## config.mk

```make
export PLATFORM = sky130hd
export DESIGN_NAME = single_wire_pulse_width_receiver_unit_flat
export DESIGN_NICKNAME = d
export VERILOG_FILES = /design/src/rtl/swpwr_pkg.sv /design/src/rtl/swpwr_in_if.sv /design/src/rtl/swpwr_out_if.sv /design/src/rtl/swpwr_decoder.sv /design/src/rtl/single_wire_pulse_width_receiver_unit.sv /design/src/flat_wrapper.sv
export SDC_FILE = /design/constraint.sdc
export NUM_CORES = 1
export LEC_CHECK = 0
export BUFFER_PORTS_ARGS = -buffer_cell sky130_fd_sc_hd__buf_2
export CORE_ASPECT_RATIO = 0.5
export CORE_UTILIZATION = 35
export DETAILED_ROUTE_END_ITERATION = 7
export SYNTH_ARGS = -nofsm -noshare
export SYNTH_HDL_FRONTEND = slang
export SYNTH_SLANG_ARGS = --single-unit
```

## constraint.sdc

```tcl
create_clock -name clk_i -period 8.3 [get_ports clk_i]
set_clock_uncertainty 0.1 [all_clocks]
set_input_delay 0.83 -clock clk_i [delete_from_list [all_inputs] [get_ports clk_i]]
set_output_delay 0.83 -clock clk_i [all_outputs]
set_load 0.05 [all_outputs]
```

## src/rtl/swpwr_pkg.sv

```systemverilog
// Package for the single-wire pulse-width receiver.
// Holds payload, configuration and state types and the reset values of the limits.
// Used by the channel interfaces and by every module of the receiver.
`timescale 1ns / 1ps

package swpwr_pkg;

  localparam int unsigned MaxMessageBytes = 16;
  localparam int unsigned LenWidth        = $clog2(MaxMessageBytes + 1);
  localparam int unsigned CfgDataWidth    = 16;
  localparam int unsigned CfgIndexWidth   = 3;

  // register indexes of the configuration port
  typedef enum logic [CfgIndexWidth-1:0] {
    CFG_ONE_LOW_MAX            = 3'd0,
    CFG_ZERO_LOW_MAX           = 3'd1,
    CFG_ONE_RECOVERY_MAX       = 3'd2,
    CFG_ZERO_RECOVERY_MAX      = 3'd3,
    CFG_ONE_STOP_RECOVERY_MAX  = 3'd4,
    CFG_ZERO_STOP_RECOVERY_MAX = 3'd5,
    CFG_MESSAGE_LENGTH         = 3'd6
  } cfg_index_e;

  typedef enum logic [1:0] {
    PH_IDLE = 2'd0,
    PH_LOW  = 2'd1,
    PH_HIGH = 2'd2
  } phase_e;

  typedef struct packed {
    logic [15:0] one_low_max;
    logic [15:0] zero_low_max;
    logic [15:0] one_recovery_max;
    logic [15:0] zero_recovery_max;
    logic [15:0] one_stop_recovery_max;
    logic [15:0] zero_stop_recovery_max;
    logic [4:0]  message_length;
  } cfg_t;

  localparam cfg_t CfgReset = '{
    one_low_max:            16'd24,
    zero_low_max:           16'd64,
    one_recovery_max:       16'd72,
    zero_recovery_max:      16'd32,
    one_stop_recovery_max:  16'd168,
    zero_stop_recovery_max: 16'd128,
    message_length:         5'd4
  };

  typedef struct packed {
    logic line_level;
  } in_item_t;

  typedef struct packed {
    logic [7:0] data_byte;
    logic [3:0] byte_index;
    logic       last_byte;
    logic       timing_error;
  } out_item_t;

  // decoder result for one sample: a byte completed or not
  typedef struct packed {
    logic      valid;
    out_item_t item;
  } dec_result_t;

endpackage

```

## src/rtl/swpwr_in_if.sv

```systemverilog
// Input channel of the receiver: valid/ready handshake carrying one line sample.
// Depends on swpwr_pkg for the payload type.
`timescale 1ns / 1ps

interface swpwr_in_if;
  import swpwr_pkg::*;

  logic     valid;
  logic     ready;
  in_item_t data;

  modport source (output valid, output data, input ready);
  modport sink   (input valid, input data, output ready);
endinterface

```

## src/rtl/swpwr_out_if.sv

```systemverilog
// Output channel of the receiver: valid/ready handshake carrying one decoded byte.
// Depends on swpwr_pkg for the payload type.
`timescale 1ns / 1ps

interface swpwr_out_if;
  import swpwr_pkg::*;

  logic      valid;
  logic      ready;
  out_item_t data;

  modport source (output valid, output data, input ready);
  modport sink   (input valid, input data, output ready);
endinterface

```

## src/rtl/swpwr_decoder.sv

```systemverilog
// Bit timing decoder: phase, duration counter and byte assembly state.
// Advances one sample per step and reports a completed byte combinationally.
// Depends on swpwr_pkg.
`timescale 1ns / 1ps

module swpwr_decoder (
  input  logic                  clk_i,
  input  logic                  rst_ni,
  input  logic                  step_i,
  input  logic                  level_i,
  input  swpwr_pkg::cfg_t       cfg_i,
  output swpwr_pkg::dec_result_t result_o
);
  import swpwr_pkg::*;

  phase_e      phase_q, phase_d;
  logic [15:0] count_q, count_d;
  logic        bit_value_q, bit_value_d;
  logic [2:0]  bit_pos_q, bit_pos_d;
  logic [7:0]  shift_q, shift_d;
  logic [3:0]  bytes_done_q, bytes_done_d;
  logic        error_q, error_d;
  logic        prev_level_q;

  logic [15:0]         low_limit;
  logic [15:0]         rec_limit;
  logic                finish;
  logic                good;
  logic                bit_in;
  logic                err_now;
  logic [7:0]          shift_now;
  logic [LenWidth-1:0] msg_len;
  logic [LenWidth-1:0] done_plus;
  logic                last;

  assign low_limit = (cfg_i.one_low_max > cfg_i.zero_low_max) ? cfg_i.one_low_max
                                                               : cfg_i.zero_low_max;

  always_comb begin
    if (bit_pos_q == 3'd7) begin
      rec_limit = bit_value_q ? cfg_i.one_stop_recovery_max : cfg_i.zero_stop_recovery_max;
    end else begin
      rec_limit = bit_value_q ? cfg_i.one_recovery_max : cfg_i.zero_recovery_max;
    end
  end

  // message length of zero acts as one, above the maximum as the maximum
  always_comb begin
    if (cfg_i.message_length == '0) begin
      msg_len = LenWidth'(1);
    end else if (LenWidth'(cfg_i.message_length) > LenWidth'(MaxMessageBytes)) begin
      msg_len = LenWidth'(MaxMessageBytes);
    end else begin
      msg_len = LenWidth'(cfg_i.message_length);
    end
  end

  // phase and duration
  always_comb begin
    phase_d     = phase_q;
    count_d     = count_q;
    bit_value_d = bit_value_q;
    finish      = 1'b0;
    good        = 1'b1;
    case (phase_q)
      PH_IDLE: begin
        if (prev_level_q && !level_i) begin
          phase_d = PH_LOW;
          count_d = 16'd1;
        end
      end
      PH_LOW: begin
        if (!level_i) begin
          if (count_q >= low_limit) begin
            bit_value_d = 1'b0;
            finish      = 1'b1;
            good        = 1'b0;
            phase_d     = PH_IDLE;
            count_d     = '0;
          end else begin
            count_d = count_q + 16'd1;
          end
        end else if (count_q <= cfg_i.one_low_max) begin
          bit_value_d = 1'b1;
          phase_d     = PH_HIGH;
          count_d     = 16'd1;
        end else if (count_q <= cfg_i.zero_low_max) begin
          bit_value_d = 1'b0;
          phase_d     = PH_HIGH;
          count_d     = 16'd1;
        end else begin
          bit_value_d = 1'b0;
          finish      = 1'b1;
          good        = 1'b0;
          phase_d     = PH_IDLE;
          count_d     = '0;
        end
      end
      default: begin
        if (level_i) begin
          if (count_q >= rec_limit) begin
            finish  = 1'b1;
            good    = 1'b0;
            phase_d = PH_IDLE;
            count_d = '0;
          end else begin
            count_d = count_q + 16'd1;
          end
        end else begin
          finish  = 1'b1;
          good    = (count_q <= rec_limit);
          phase_d = PH_LOW;
          count_d = 16'd1;
        end
      end
    endcase
  end

  // bit store and byte completion
  assign err_now   = error_q | ~good;
  assign bit_in    = good & ~error_q & bit_value_d;
  assign shift_now = shift_q | (8'(bit_in) << bit_pos_q);
  assign done_plus = LenWidth'(bytes_done_q) + LenWidth'(1);
  assign last      = (done_plus >= msg_len);

  always_comb begin
    bit_pos_d       = bit_pos_q;
    shift_d         = shift_q;
    bytes_done_d    = bytes_done_q;
    error_d         = error_q;
    result_o.valid  = 1'b0;
    result_o.item.data_byte    = shift_now;
    result_o.item.byte_index   = bytes_done_q;
    result_o.item.last_byte    = last;
    result_o.item.timing_error = err_now;
    if (finish) begin
      error_d = err_now;
      if (bit_pos_q != 3'd7) begin
        shift_d   = shift_now;
        bit_pos_d = bit_pos_q + 3'd1;
      end else begin
        result_o.valid = 1'b1;
        shift_d        = '0;
        bit_pos_d      = '0;
        if (last) begin
          bytes_done_d = '0;
          error_d      = 1'b0;
        end else begin
          bytes_done_d = bytes_done_q + 4'd1;
        end
      end
    end
  end

  always_ff @(posedge clk_i or negedge rst_ni) begin
    if (!rst_ni) begin
      phase_q      <= PH_IDLE;
      count_q      <= '0;
      bit_value_q  <= 1'b0;
      bit_pos_q    <= '0;
      shift_q      <= '0;
      bytes_done_q <= '0;
      error_q      <= 1'b0;
      prev_level_q <= 1'b1;
    end else if (step_i) begin
      phase_q      <= phase_d;
      count_q      <= count_d;
      bit_value_q  <= bit_value_d;
      bit_pos_q    <= bit_pos_d;
      shift_q      <= shift_d;
      bytes_done_q <= bytes_done_d;
      error_q      <= error_d;
      prev_level_q <= level_i;
    end
  end

endmodule

```

## src/rtl/single_wire_pulse_width_receiver_unit.sv

```systemverilog
// Single-wire pulse-width receiver: one line sample per cycle while the byte side does not stall,
// one byte result per eight bits. A sample passes an input register, then the decoder,
// and its byte is then registered in the output register.
// A stalled byte holds the decoder, and an empty input register still
// takes one sample while a byte waits.
// Reset (rst_ni, asynchronous, active low) clears the pipeline and decoder state and loads
// the limit registers with their default values.
`timescale 1ns / 1ps

module single_wire_pulse_width_receiver_unit (
  input  logic                                 clk_i,
  input  logic                                 rst_ni,
  input  logic                                 cfg_we_i,
  input  logic [swpwr_pkg::CfgIndexWidth-1:0]  cfg_index_i,
  input  logic [swpwr_pkg::CfgDataWidth-1:0]   cfg_wdata_i,
  swpwr_in_if.sink                             in_i,
  swpwr_out_if.source                          out_o
);
  import swpwr_pkg::*;

  cfg_t        cfg_q;
  logic        s1_valid_q;
  logic        s1_level_q;
  logic        out_valid_q;
  out_item_t   out_data_q;
  logic        advance;
  logic        step;
  logic        in_xfer;
  dec_result_t dec_res;

  assign advance  = ~out_valid_q | out_o.ready;
  assign in_i.ready = advance | ~s1_valid_q;
  assign in_xfer  = in_i.valid & in_i.ready;
  assign step     = s1_valid_q & advance;

  assign out_o.valid = out_valid_q;
  assign out_o.data  = out_data_q;

  always_ff @(posedge clk_i or negedge rst_ni) begin
    if (!rst_ni) begin
      cfg_q <= CfgReset;
    end else if (cfg_we_i) begin
      case (cfg_index_e'(cfg_index_i))
        CFG_ONE_LOW_MAX:            cfg_q.one_low_max            <= cfg_wdata_i;
        CFG_ZERO_LOW_MAX:           cfg_q.zero_low_max           <= cfg_wdata_i;
        CFG_ONE_RECOVERY_MAX:       cfg_q.one_recovery_max       <= cfg_wdata_i;
        CFG_ZERO_RECOVERY_MAX:      cfg_q.zero_recovery_max      <= cfg_wdata_i;
        CFG_ONE_STOP_RECOVERY_MAX:  cfg_q.one_stop_recovery_max  <= cfg_wdata_i;
        CFG_ZERO_STOP_RECOVERY_MAX: cfg_q.zero_stop_recovery_max <= cfg_wdata_i;
        CFG_MESSAGE_LENGTH:         cfg_q.message_length         <= cfg_wdata_i[4:0];
        default: ;
      endcase
    end
  end

  // input register
  always_ff @(posedge clk_i or negedge rst_ni) begin
    if (!rst_ni) begin
      s1_valid_q <= 1'b0;
    end else if (in_xfer) begin
      s1_valid_q <= 1'b1;
    end else if (advance) begin
      s1_valid_q <= 1'b0;
    end
  end

  always_ff @(posedge clk_i) begin
    if (in_xfer) begin
      s1_level_q <= in_i.data.line_level;
    end
  end

  swpwr_decoder u_decoder (
    .clk_i    (clk_i),
    .rst_ni   (rst_ni),
    .step_i   (step),
    .level_i  (s1_level_q),
    .cfg_i    (cfg_q),
    .result_o (dec_res)
  );

  // result register
  always_ff @(posedge clk_i or negedge rst_ni) begin
    if (!rst_ni) begin
      out_valid_q <= 1'b0;
    end else if (advance) begin
      out_valid_q <= step & dec_res.valid;
    end
  end

  always_ff @(posedge clk_i) begin
    if (advance && step && dec_res.valid) begin
      out_data_q <= dec_res.item;
    end
  end

endmodule

```

## src/flat_wrapper.sv

```systemverilog
// flat-port wrapper written by rule: the top's interface ports become plain ports
module single_wire_pulse_width_receiver_unit_flat import swpwr_pkg::*;
  (clk_i, rst_ni, cfg_we_i, cfg_index_i, cfg_wdata_i, in_i_valid, in_i_data, in_i_ready, out_o_valid, out_o_data, out_o_ready);
  swpwr_in_if in_i_i ();
  swpwr_out_if out_o_i ();
  input  logic clk_i;
  input  logic rst_ni;
  input  logic cfg_we_i;
  input  logic [swpwr_pkg::CfgIndexWidth-1:0] cfg_index_i;
  input  logic [swpwr_pkg::CfgDataWidth-1:0] cfg_wdata_i;
  input wire logic [$bits(in_i_i.valid)-1:0] in_i_valid;
  input wire logic [$bits(in_i_i.data)-1:0] in_i_data;
  output wire logic [$bits(in_i_i.ready)-1:0] in_i_ready;
  output wire logic [$bits(out_o_i.valid)-1:0] out_o_valid;
  output wire logic [$bits(out_o_i.data)-1:0] out_o_data;
  input wire logic [$bits(out_o_i.ready)-1:0] out_o_ready;
  assign in_i_i.valid = in_i_valid;
  assign in_i_i.data = in_i_data;
  assign in_i_ready = in_i_i.ready;
  assign out_o_valid = out_o_i.valid;
  assign out_o_data = out_o_i.data;
  assign out_o_i.ready = out_o_ready;
  single_wire_pulse_width_receiver_unit u_core (.clk_i(clk_i), .rst_ni(rst_ni), .cfg_we_i(cfg_we_i), .cfg_index_i(cfg_index_i), .cfg_wdata_i(cfg_wdata_i), .in_i(in_i_i), .out_o(out_o_i));
endmodule
```

==> impl_metrics.tcl <==
set metrics [dict create \
    min_period_ps 5230 \
    cts_hold_buffers 0 \
    clock-sinks 154 \
    post_drt_wl_per_cell_um 17.3 \
    remaining_drc_errors 0 \
    cp_max_fo 14 \
    avgSynthCellArea_sq_um 11.2 \
    fmax_mhz 191 \
    met1_length_um 9860 \
    slew_headroom_pct 31.0 \
    drive_gt1_share_pct 23.9 \
    cp_slowest_cell "dfrtp_1" \
    grtUsageTotal_pct 17.0 \
    tightest_slew_ps 1030 \
    diodes 0 \
    synth_edf_count 15 \
    layout_commonest_cell "dfrtp_1" \
    viasPerCell 5.22 \
    io_buffers 40 \
    drv_slew 0 \
    crit_type "flip-flop to flip-flop" \
    clkTransAtPathRegs_ps 70 \
    drt_iter0_drc 374 \
    reg2reg_depth 20 \
    cellLeakagePower_uw 0.00450 \
    start_util_pct 36.2 \
    rsz0062_at_grt "no" \
    io_pins 41 \
    cts_setup_buffers 0 \
    hpwlAfterDp_um 15400 \
    max_stage_delay_ps 380 \
    finalHoldViolations 0 \
    insertion_delay_ps 430 \
    cts_made_buffers 17 \
    worstPathRequired_ps 8290 \
    grt_overflow 0 \
    peakVddDrop_v 0.000152 \
    wl_met3_um 756 \
    tns_ps 0 \
    synthToLayoutAreaGrowth_pct 13.4 \
    n_fill_cell 2340 \
    cts_root_buf "clkbuf_16" \
    antenna_left 0 \
    hp-class "input pin to asynchronous set/reset pin" \
    status "finished clean" \
    coreArea_sq_um 24400 \
    synth_warnings 0 \
    tritoncts "built" \
    design_area_sq_um 10000 \
    clk_path_buf_depth 2 \
    grt_max_degree 75 \
    first_pass_iters 5 \
    drt-total-wl_um 20500 \
    maxCapViolCount 0 \
    critPathCaptureType "flip-flop" \
    finalSetupViolCount 0 \
    die_x_um 227 \
    grt_pass1_wl_um 33900 \
    synth_top_flop_cell "dfrtp_1" \
    antenna_found_initial 1 \
    yosys_register_bits 154 \
    routed.top_layer "met4" \
    wl_met2_um 9490 \
    worst_setup_path_start_kind "flip-flop" \
    path_cells "inv_1 -> ha_1 -> a21o_1 -> a21oi_1 -> nor2b_1 -> o311ai_1 -> a21oi_1 -> a2111oi_2 -> nor2_1 -> buf_4 -> mux2_2 -> ha_1 -> and3_1 -> o21ai_1 -> a311oi_1 -> o31a_1 -> o211a_1 -> o21a_4 -> o21ai_4 -> inv_1" \
    layout_common_cells "127 x dfrtp_1, 89 x ha_1, 77 x mux2_2" \
    async_flop_share_pct 90.3 \
    period_share_pct 63.0 \
    synth.yosys.seq_area_share_pct 44.6 \
    nets 946 \
    vias 6163 \
    place.gp.congestion 0.883 \
    rows 40 \
    dieArea_sq_um 26000 \
    ys_types 65 \
    ctsHtreeMaxLevel 4 \
    syn-num-nets 901 \
    fp.dieH_um 114 \
    syn_inst 787 \
    crit_arrival_ps 5220 \
    cts_resized 0 \
    placed_area_sq_um 9470 \
    grt_pass1_vias 6398 \
    synth_area_sq_um 8850 \
    cellPowerDensity_nw_per_um2 269 \
]
-- area by class of cell --
type / instances / area (sq um) / share of cell area [%]
Clock inverter: 14 / 136 / 1.36
Clock buffer: 18 / 429 / 4.28
Inverter: 56 / 210 / 2.10
Multi-Input combinational cell: 554 / 4620 / 46.0
Tap cell: 336 / 420 / 4.19
Timing Repair Buffer: 49 / 274 / 2.73
Sequential cell: 154 / 3940 / 39.3
-- worst max-delay path, delay by kind of cell, from the launching register on --
kind | cells | cell delay (ps)
adder cells (fa/ha/maj) | 2 | 520
AND/OR/NAND/NOR | 3 | 410
AO/OA/AOI/OAI | 11 | 2480
buffers and inverters | 3 | 700
multiplexers | 1 | 290
flip-flops | 1 | 380
-- kinds of logic after synthesis --
family,share of synthesized area (%)
mux,15.7
xor+xnor,1.29
flops,44.6
simple gates,11.3
fa+ha+maj,12.6
buf+inv,3.62
compound gates,11.0
-- power by group --
part	internal (uW)	total (uW)	switching, uW	leakage [uW]
sequential	930	1040	115	0.00184
combinational	427	900	473	0.00238
clock	421	752	331	0.000280
-- flip-flops by register name, indices dropped and copies added (netlist names) --
| name | count |
|---|---|
| u_core.u_decoder.bit_pos_q | 3 |
| u_core.u_decoder.error_q | 1 |
| u_core.cfg_q | 101 |
| u_core.u_decoder.count_q | 16 |
| u_core.s1_valid_q | 1 |
| u_core.u_decoder.prev_level_q | 1 |
| u_core.out_o.data | 14 |
| u_core.s1_level_q | 1 |
| u_core.out_o.valid | 1 |
| u_core.u_decoder.bytes_done_q | 4 |
| u_core.u_decoder.shift_q | 8 |
| u_core.u_decoder.phase_q | 2 |
| u_core.u_decoder.bit_value_q | 1 |
-- metrics by stage --
| step | worst slack (ps) | utilization [%] | instances | hold slack, ps | total power, uW |
|---|---|---|---|---|---|
| global placement | 3170 | 38.8 | 1149 | 360 | 1920 |
| floorplan | 3670 | - | 787 | 347 | 1710 |
| CTS | 3050 | 41.1 | 1181 | 306 | 2720 |
| detailed placement | 3080 | 38.8 | 1149 | 365 | 1960 |
| finish | 3070 | 41.1 | 1181 | 266 | 2700 |
| global route | 2680 | 41.1 | 1181 | 315 | 2880 |
-- per-layer routing --
| metal | vias up | global-route usage (%) |
|---|---|---|
| met5 | - | 0 |
| met4 | 0 | 5.63 |
| met3 | 27 | 3.82 |
| met2 | 90 | 27.7 |
| met1 | 3077 | 22.5 |
| li1 | 2969 | - |
-- cell usage after synthesis (all sizes together), types with 2 or more instances --
cell / n / area [sq um]
nand3b: 5 / 37.5
nor2: 35 / 134
inv: 56 / 210
xor2: 8 / 70.1
a31oi: 4 / 25.0
a211oi: 3 / 22.5
mux2: 77 / 867
and3: 7 / 43.8
and2: 3 / 21.3
a2111oi: 3 / 70.1
clkbuf: 15 / 56.3
buf: 8 / 53.8
and4: 2 / 17.5
nand2: 70 / 263
nor3b: 2 / 15.0
o2bb2ai: 12 / 105
nor3: 8 / 40.0
o21bai: 2 / 18.8
or4: 3 / 26.3
mux4: 16 / 360
o21ai: 53 / 280
nor2b: 10 / 62.6
o21a: 3 / 30.0
nor4: 2 / 12.5
a21boi: 2 / 15.0
a21oi: 31 / 159
xnor2: 5 / 43.8
nand4b: 3 / 26.3
edfxtp: 15 / 450
a21o: 11 / 82.6
o211ai: 5 / 37.5
a2111o: 2 / 22.5
nand2b: 13 / 81.3
dfrtp: 127 / 3180
dfstp: 12 / 315
ha: 89 / 1110
nand4: 22 / 144
nand3: 15 / 75.1
mux2i: 16 / 160
-- path summary, 6_finish.rpt --
path                                                              start  slack, ps                                       to
worst max-delay path                       u_core.cfg_q[71]$_DFFE_PN0P_       3070          u_core.out_o.data[13]$_DFFE_PP_
max in group asynchronous                                        rst_ni       6450              u_core.cfg_q[7]$_DFFE_PN0P_
worst min-delay path                                             rst_ni        270             u_core.cfg_q[18]$_DFFE_PN0P_
worst max register to register             u_core.cfg_q[71]$_DFFE_PN0P_       3070          u_core.out_o.data[13]$_DFFE_PP_
min in group clk_i              u_core.u_decoder.shift_q[1]$_DFFE_PN0P_        380  u_core.u_decoder.shift_q[1]$_DFFE_PN0P_
worst min register to register  u_core.u_decoder.shift_q[1]$_DFFE_PN0P_        380  u_core.u_decoder.shift_q[1]$_DFFE_PN0P_
Note: power is estimated with default switching activity, not from simulation.
